$ cat src/tscd_pkg.sv
// Shared types and constants for the tap and double-tap detector.
package tscd_pkg;

   localparam int TimeWidth  = 32;
   localparam int AccelWidth = 16;
   localparam int CsrWidth   = 16;
   localparam int CsrIdxWidth = 2;
   localparam int SquareWidth = 2 * AccelWidth - 1;
   localparam int MagWidth    = 32;

   localparam logic [CsrIdxWidth-1:0] CSR_THRESHOLD = 2'd0;
   localparam logic [CsrIdxWidth-1:0] CSR_DEBOUNCE  = 2'd1;
   localparam logic [CsrIdxWidth-1:0] CSR_WINDOW    = 2'd2;

   localparam logic [CsrWidth-1:0] THRESHOLD_RESET = 16'd40000;
   localparam logic [CsrWidth-1:0] DEBOUNCE_RESET  = 16'd50;
   localparam logic [CsrWidth-1:0] WINDOW_RESET    = 16'd300;

   localparam logic [1:0] EVT_NONE   = 2'd0;
   localparam logic [1:0] EVT_SINGLE = 2'd1;
   localparam logic [1:0] EVT_DOUBLE = 2'd2;

   typedef struct packed {
      logic [MagWidth-1:0] thr_sq;
      logic [CsrWidth-1:0] debounce;
      logic [CsrWidth-1:0] window;
   } cfg_type;

   typedef struct packed {
      logic                 valid;
      logic                 hit;
      logic [TimeWidth-1:0] time_ms;
   } tap_type;

endpackage

$ cat src/tscd_csr.sv
// Configuration registers and the squared threshold derived from them.
module tscd_csr (
   input  logic                            clock,
   input  logic                            reset,
   input  logic                            csr_we,
   input  logic [tscd_pkg::CsrIdxWidth-1:0] csr_index,
   input  logic [tscd_pkg::CsrWidth-1:0]    csr_wdata,
   output tscd_pkg::cfg_type               cfg
);
   import tscd_pkg::*;

   logic [CsrWidth-1:0] thr_ff, thr_in;
   logic [CsrWidth-1:0] deb_ff, deb_in;
   logic [CsrWidth-1:0] win_ff, win_in;
   logic [MagWidth-1:0] thr_sq_ff, thr_sq_in;

   always_comb begin
      thr_in = thr_ff;
      deb_in = deb_ff;
      win_in = win_ff;
      if (csr_we) begin
         case (csr_index)
            CSR_THRESHOLD: thr_in = csr_wdata;
            CSR_DEBOUNCE:  deb_in = csr_wdata;
            CSR_WINDOW:    win_in = csr_wdata;
            default: ;
         endcase
      end
      thr_sq_in = MagWidth'(thr_ff) * MagWidth'(thr_ff);
   end

   always_ff @(posedge clock) begin
      if (reset) begin
         thr_ff    <= THRESHOLD_RESET;
         deb_ff    <= DEBOUNCE_RESET;
         win_ff    <= WINDOW_RESET;
         thr_sq_ff <= MagWidth'(THRESHOLD_RESET) * MagWidth'(THRESHOLD_RESET);
      end else begin
         thr_ff    <= thr_in;
         deb_ff    <= deb_in;
         win_ff    <= win_in;
         thr_sq_ff <= thr_sq_in;
      end
   end

   assign cfg.thr_sq   = thr_sq_ff;
   assign cfg.debounce = deb_ff;
   assign cfg.window   = win_ff;

endmodule

$ cat src/tscd_mag.sv
// Magnitude pipeline: input register, squares, then sum and threshold compare.
module tscd_mag (
   input  logic                                 clock,
   input  logic                                 reset,
   input  logic                                 req_valid,
   output logic                                 req_ready,
   input  logic [tscd_pkg::TimeWidth-1:0]        req_time_ms,
   input  logic signed [tscd_pkg::AccelWidth-1:0] req_accel_x,
   input  logic signed [tscd_pkg::AccelWidth-1:0] req_accel_y,
   input  logic signed [tscd_pkg::AccelWidth-1:0] req_accel_z,
   input  logic [tscd_pkg::MagWidth-1:0]         thr_sq,
   input  logic                                 tap_adv,
   output tscd_pkg::tap_type                    tap
);
   import tscd_pkg::*;

   logic                         in_valid_ff, in_valid_in;
   logic [TimeWidth-1:0]         in_time_ff;
   logic signed [AccelWidth-1:0] in_x_ff, in_y_ff, in_z_ff;

   logic                         sq_valid_ff, sq_valid_in;
   logic [TimeWidth-1:0]         sq_time_ff;
   logic [SquareWidth-1:0]       sq_x_ff, sq_y_ff, sq_z_ff;

   logic                         tap_valid_ff, tap_valid_in;
   logic [TimeWidth-1:0]         tap_time_ff;
   logic                         tap_hit_ff;

   logic signed [2*AccelWidth-1:0] prod_x, prod_y, prod_z;
   logic [MagWidth-1:0]            mag_sq;
   logic                           tap_stage_adv, sq_adv, in_adv;

   // Each stage moves when it is empty or the stage after it moves.
   assign tap_stage_adv = !tap_valid_ff || tap_adv;
   assign sq_adv        = !sq_valid_ff  || tap_stage_adv;
   assign in_adv        = !in_valid_ff  || sq_adv;
   assign req_ready     = in_adv;

   assign prod_x = in_x_ff * in_x_ff;
   assign prod_y = in_y_ff * in_y_ff;
   assign prod_z = in_z_ff * in_z_ff;

   // Each square is at most 2^30, so the sum fits in 32 bits.
   assign mag_sq = MagWidth'(sq_x_ff) + MagWidth'(sq_y_ff) + MagWidth'(sq_z_ff);

   assign in_valid_in  = in_adv        ? req_valid   : in_valid_ff;
   assign sq_valid_in  = sq_adv        ? in_valid_ff : sq_valid_ff;
   assign tap_valid_in = tap_stage_adv ? sq_valid_ff : tap_valid_ff;

   always_ff @(posedge clock) begin
      if (reset) begin
         in_valid_ff  <= 1'b0;
         sq_valid_ff  <= 1'b0;
         tap_valid_ff <= 1'b0;
      end else begin
         in_valid_ff  <= in_valid_in;
         sq_valid_ff  <= sq_valid_in;
         tap_valid_ff <= tap_valid_in;
      end
   end

   always_ff @(posedge clock) begin
      if (in_adv) begin
         in_time_ff <= req_time_ms;
         in_x_ff    <= req_accel_x;
         in_y_ff    <= req_accel_y;
         in_z_ff    <= req_accel_z;
      end
      if (sq_adv) begin
         sq_time_ff <= in_time_ff;
         sq_x_ff    <= prod_x[SquareWidth-1:0];
         sq_y_ff    <= prod_y[SquareWidth-1:0];
         sq_z_ff    <= prod_z[SquareWidth-1:0];
      end
      if (tap_stage_adv) begin
         tap_time_ff <= sq_time_ff;
         tap_hit_ff  <= mag_sq > thr_sq;
      end
   end

   assign tap.valid   = tap_valid_ff;
   assign tap.hit     = tap_hit_ff;
   assign tap.time_ms = tap_time_ff;

endmodule

$ cat src/tscd_click.sv
// Click state update and the result register.
module tscd_click (
   input  logic                   clock,
   input  logic                   reset,
   input  tscd_pkg::tap_type      tap,
   input  tscd_pkg::cfg_type      cfg,
   output logic                   tap_adv,
   output logic                   rsp_valid,
   input  logic                   rsp_ready,
   output logic [1:0]             rsp_click_event
);
   import tscd_pkg::*;

   logic [TimeWidth-1:0] last_tap_ff, last_tap_in;
   logic [TimeWidth-1:0] first_tap_ff, first_tap_in;
   logic                 pending_ff, pending_in;
   logic                 rsp_valid_ff, rsp_valid_in;
   logic [1:0]           evt_ff, evt_in;

   logic [TimeWidth-1:0] since_last, since_first;
   logic                 accepted_tap, in_window, pend_mid;
   logic                 step;

   assign tap_adv = !rsp_valid_ff || rsp_ready;
   assign step    = tap_adv && tap.valid;

   assign since_last   = tap.time_ms - last_tap_ff;
   assign since_first  = tap.time_ms - first_tap_ff;
   assign in_window    = since_first <= TimeWidth'(cfg.window);
   assign accepted_tap = tap.hit && (since_last > TimeWidth'(cfg.debounce));

   always_comb begin
      last_tap_in  = last_tap_ff;
      first_tap_in = first_tap_ff;
      pend_mid     = pending_ff;
      evt_in       = EVT_NONE;
      if (accepted_tap) begin
         if (!pending_ff) begin
            pend_mid     = 1'b1;
            first_tap_in = tap.time_ms;
         end else if (in_window) begin
            evt_in   = EVT_DOUBLE;
            pend_mid = 1'b0;
         end
         last_tap_in = tap.time_ms;
      end
      // A freshly armed click has zero elapsed time, so only an older one can expire.
      pending_in = pend_mid;
      if (pend_mid && pending_ff && !in_window) begin
         evt_in     = EVT_SINGLE;
         pending_in = 1'b0;
      end
      rsp_valid_in = tap_adv ? tap.valid : rsp_valid_ff;
   end

   always_ff @(posedge clock) begin
      if (reset) begin
         last_tap_ff  <= '0;
         first_tap_ff <= '0;
         pending_ff   <= 1'b0;
         rsp_valid_ff <= 1'b0;
      end else begin
         rsp_valid_ff <= rsp_valid_in;
         if (step) begin
            last_tap_ff  <= last_tap_in;
            first_tap_ff <= first_tap_in;
            pending_ff   <= pending_in;
         end
      end
   end

   always_ff @(posedge clock) begin
      if (step) begin
         evt_ff <= evt_in;
      end
   end

   assign rsp_valid       = rsp_valid_ff;
   assign rsp_click_event = evt_ff;

endmodule

$ cat src/tap_single_double_click_detector_top.sv
// Top level of the accelerometer tap and double-tap detector.
//
//   channel | direction | payload
//   --------+-----------+----------------------------------------------
//   req_    | in        | time_ms, accel_x, accel_y, accel_z (valid/ready)
//   rsp_    | out       | click_event (valid/ready), one per request
//   csr_    | in        | we, index, wdata (write only, no wait)
//
// One transfer is accepted per cycle while the result channel is not stalled.
// Each result passes through the input, square, compare and result registers in that order.
// Synchronous reset clears the click state and all stage valid flags.
// A stalled result holds every stage behind it; stages fill their bubbles.
module tap_single_double_click_detector_top (
   input  logic                                   clock,
   input  logic                                   reset,
   input  logic                                   req_valid,
   output logic                                   req_ready,
   input  logic [tscd_pkg::TimeWidth-1:0]          req_time_ms,
   input  logic signed [tscd_pkg::AccelWidth-1:0]  req_accel_x,
   input  logic signed [tscd_pkg::AccelWidth-1:0]  req_accel_y,
   input  logic signed [tscd_pkg::AccelWidth-1:0]  req_accel_z,
   output logic                                   rsp_valid,
   input  logic                                   rsp_ready,
   output logic [1:0]                             rsp_click_event,
   input  logic                                   csr_we,
   input  logic [tscd_pkg::CsrIdxWidth-1:0]        csr_index,
   input  logic [tscd_pkg::CsrWidth-1:0]           csr_wdata
);
   import tscd_pkg::*;

   cfg_type cfg;
   tap_type tap;
   logic    tap_adv;

   tscd_csr u_csr (
      .clock     (clock),
      .reset     (reset),
      .csr_we    (csr_we),
      .csr_index (csr_index),
      .csr_wdata (csr_wdata),
      .cfg       (cfg)
   );

   tscd_mag u_mag (
      .clock       (clock),
      .reset       (reset),
      .req_valid   (req_valid),
      .req_ready   (req_ready),
      .req_time_ms (req_time_ms),
      .req_accel_x (req_accel_x),
      .req_accel_y (req_accel_y),
      .req_accel_z (req_accel_z),
      .thr_sq      (cfg.thr_sq),
      .tap_adv     (tap_adv),
      .tap         (tap)
   );

   tscd_click u_click (
      .clock           (clock),
      .reset           (reset),
      .tap             (tap),
      .cfg             (cfg),
      .tap_adv         (tap_adv),
      .rsp_valid       (rsp_valid),
      .rsp_ready       (rsp_ready),
      .rsp_click_event (rsp_click_event)
   );

endmodule
$ cat config.mk
export PLATFORM = sky130hd
export DESIGN_NAME = tap_single_double_click_detector_top
export DESIGN_NICKNAME = d
export VERILOG_FILES = /design/src/tscd_pkg.sv /design/src/tscd_csr.sv /design/src/tscd_mag.sv /design/src/tscd_click.sv /design/src/tap_single_double_click_detector_top.sv
export SDC_FILE = /design/constraint.sdc
export NUM_CORES = 2
export LEC_CHECK = 0
export BUFFER_PORTS_ARGS = -buffer_cell sky130_fd_sc_hd__buf_2
export CAP_MARGIN = 20
export CORE_MARGIN = 2
export CORE_UTILIZATION = 50
export DETAILED_ROUTE_END_ITERATION = 10
export PLACE_DENSITY = 0.65
export SLEW_MARGIN = 20
export SYNTH_ARGS = -nofsm -noshare
export SYNTH_HDL_FRONTEND = slang
export SYNTH_SLANG_ARGS = --single-unit
$ cat constraint.sdc
create_clock -name clock -period 15.55 [get_ports clock]
set_clock_uncertainty 0.05 [all_clocks]
set_input_delay 4.665 -clock clock [delete_from_list [all_inputs] [get_ports clock]]
set_output_delay 4.665 -clock clock [all_outputs]
set_load 0.05 [all_outputs]
==> metrics <==
Ys Warns 0; Worst Path Required 10.84 ns; first-pass GRT wire length 191000 µm; Rel. slew slack 0.301; diode count 0; syn_area_per_cell 9.66 µm²; commonest cells after routing, fill and taps aside inv_1, fa_1, ha_1; most used cell, CP buf_2; mapped cell area 52600 µm²; largest net degree at the start of global routing 128; status finished clean; Critical-path top delay cell nor2b_1; class of the most critical hold timing path flop to flop; Yosys cell types 85; CP arrival 6.36 ns; share of cells above drive strength 1 0.0446; Fmax achieved 90.3 MHz; Iteration-0 DRC Markers 1929; Final TNS setup 0 ns; Final Cycle Share 0.712; Avg WL per Cell 16.4 µm; CTS tree built; MaxCap Viol Count 0; nets 6974; Critical Path Sink Type output port; number of flops mapped to enable cells by yosys 237; Rows 119; Skew-Pair Late Insertion Delay 0.65 ns; vias 35300; # IOs 107; Critical path buffers and inverters 2; clk sink count 385; H-tree levels 2; antenna violations before repair 1; slowest stage delay, CP 0.39 ns; drt drc 0; flops & latches, synth 385; GRT overflow 0; DIE AREA 108000 µm²; post-synthesis sequential area ratio 0.191; WS Path Type primary input to output port; Routability Congestion 0.894; Routed WL 113000 µm; Slew Limit Fails 0; worst-margin pin slew 1.05 ns; crit-path max FO 43; Final setup violation count 0; critical path cell sequence buf_2, nor2b_1, and3_1, nand2_4, buf_2; cts hold-fix bufs 0; number of global-route vias before repair 37800; Register-to-Register Setup Slack 8.13 ns; clk buf depth 3; # port buffers 106; HPWL Detailed 91900 µm; Die Ht 328 µm; DRT Pass-1 Iters 7; Total GRT Usage 0.220; Clk Tree Root Cell clkbuf_16; antenna-violating nets left 0; fillers 9491; Final min period 11.07 ns; Core Box Area 105000 µm²; clock buffer count from CTS 47; critical path's top delay family simple AND/OR/NAND/NOR gates; Resized cells post-CTS 0; Die Wd 328 µm; Initial Util 0.502; final hold vios 0; Setup Buffers After CTS 0; Async SR Flop Fraction 0; RSZ-0062 raised after global routing false; Post-Syn Instances 5451; vias per std cell 5.12; Synth Flop Type edfxtp_1; most common cell after layout, fill and taps aside inv_1; Area Overhead vs Synth 6.54%; Reg clk slew, reported paths 0.06 ns; startpoint types primary input
-- synth_stat cells, types with 6 or more instances --
master,instances,area share
nand4_1,35,0.0042
o211ai_1,18,0.0026
edfxtp_1,237,0.14
a31oi_1,10,0.0012
nor2b_1,38,0.0045
xor2_1,62,0.010
a21o_1,109,0.016
inv_1,1355,0.097
clkbuf_1,127,0.0091
nand2_1,464,0.033
or3_1,14,0.0017
nand2b_1,102,0.012
ha_1,513,0.12
dfxtp_1,148,0.056
o21bai_1,38,0.0054
o31ai_1,8,0.0011
nor2_1,233,0.017
nor3b_1,11,0.0016
nand3b_1,40,0.0057
or2_2,12,0.0014
and2_1,156,0.019
o41ai_1,6,0.0010
nor4_1,11,0.0013
a211o_1,13,0.0022
nor3_1,34,0.0032
a31o_2,15,0.0025
o21a_1,27,0.0039
xnor2_1,162,0.027
nand3_1,41,0.0039
fa_1,884,0.34
and4_1,6,0.0010
o21ai_0,109,0.010
a2111oi_0,6,0.0010
and3_1,19,0.0023
a21oi_1,212,0.020
mux2i_1,40,0.0076
a211oi_1,20,0.0029
o311ai_0,7,0.0012
-- kinds of logic after synthesis --
group / Yosys count / share of synthesized area
buffers and inverters: 1500 / 0.108
adder cells (fa/ha/maj): 1397 / 0.458
AND/OR/NAND/NOR: 1232 / 0.114
AO/OA/AOI/OAI: 665 / 0.0827
flip-flops: 385 / 0.191
XOR/XNOR: 225 / 0.0376
multiplexers: 45 / 0.00867
other: 2 / 0.000143
-- stage by stage --
step                      setup slack [ns]  utilization  std cells  hold WS (ns)  cell area (µm²)
after floorplan                       3.89            -       5452         0.350            52600
after global placement                4.47        0.519       6816         0.350            54400
after CTS                             4.45        0.535       6903         0.303            56100
final                                 4.48        0.535       6903         0.313            56100
after detailed placement              4.46        0.519       6816         0.355            54400
after global routing                  4.32        0.535       6903         0.327            56100
-- state kept, by name, indices dropped and copies added (netlist names), 30 cells and up --
signal                cells
u_click.first_tap_ff     32
u_mag.sq_y_ff            30
u_mag.tap_time_ff        32
u_click.last_tap_ff      32
u_mag.sq_x_ff            30
u_mag.in_time_ff         32
u_mag.sq_time_ff         32
u_csr.thr_sq_ff          31
u_mag.sq_z_ff            30
-- final timing paths --
kind	start	endpoint	cells after the start
max	rsp_ready	req_ready	5
min	u_mag.sq_time_ff[0]	u_mag.tap_time_ff[0]	0
max reg2reg	u_mag.in_y_ff[15]	u_mag.sq_y_ff[30]	22
min reg2reg	u_mag.sq_time_ff[0]	u_mag.tap_time_ff[0]	0
-- per-layer routing --
| layer | share of wire | up-vias | GRT usage | wire length (µm) |
|---|---|---|---|---|
| met5 | 0 | - | 0 | 0 |
| met4 | 0.021 | 0 | 0.0504 | 2370 |
| met3 | 0.034 | 147 | 0.0216 | 3890 |
| met2 | 0.50 | 561 | 0.386 | 56300 |
| met1 | 0.45 | 17600 | 0.296 | 50300 |
| li1 | - | 17000 | - | - |
-- final cells by class --
cell class              instances  area (µm²)  share of cell area
clock buffers                  64        1300              0.0232
flip-flops and latches        385       10100               0.180
clock inverters                23         347             0.00618
repair buffers                114         593              0.0106
well taps                    1391        1740              0.0310
inverters                    1359        5100              0.0910
multi-input cells            3567       36900               0.658
Power is not shown: default switching activity piles up to over one toggle a cycle in this logic, so the estimate is an artifact.
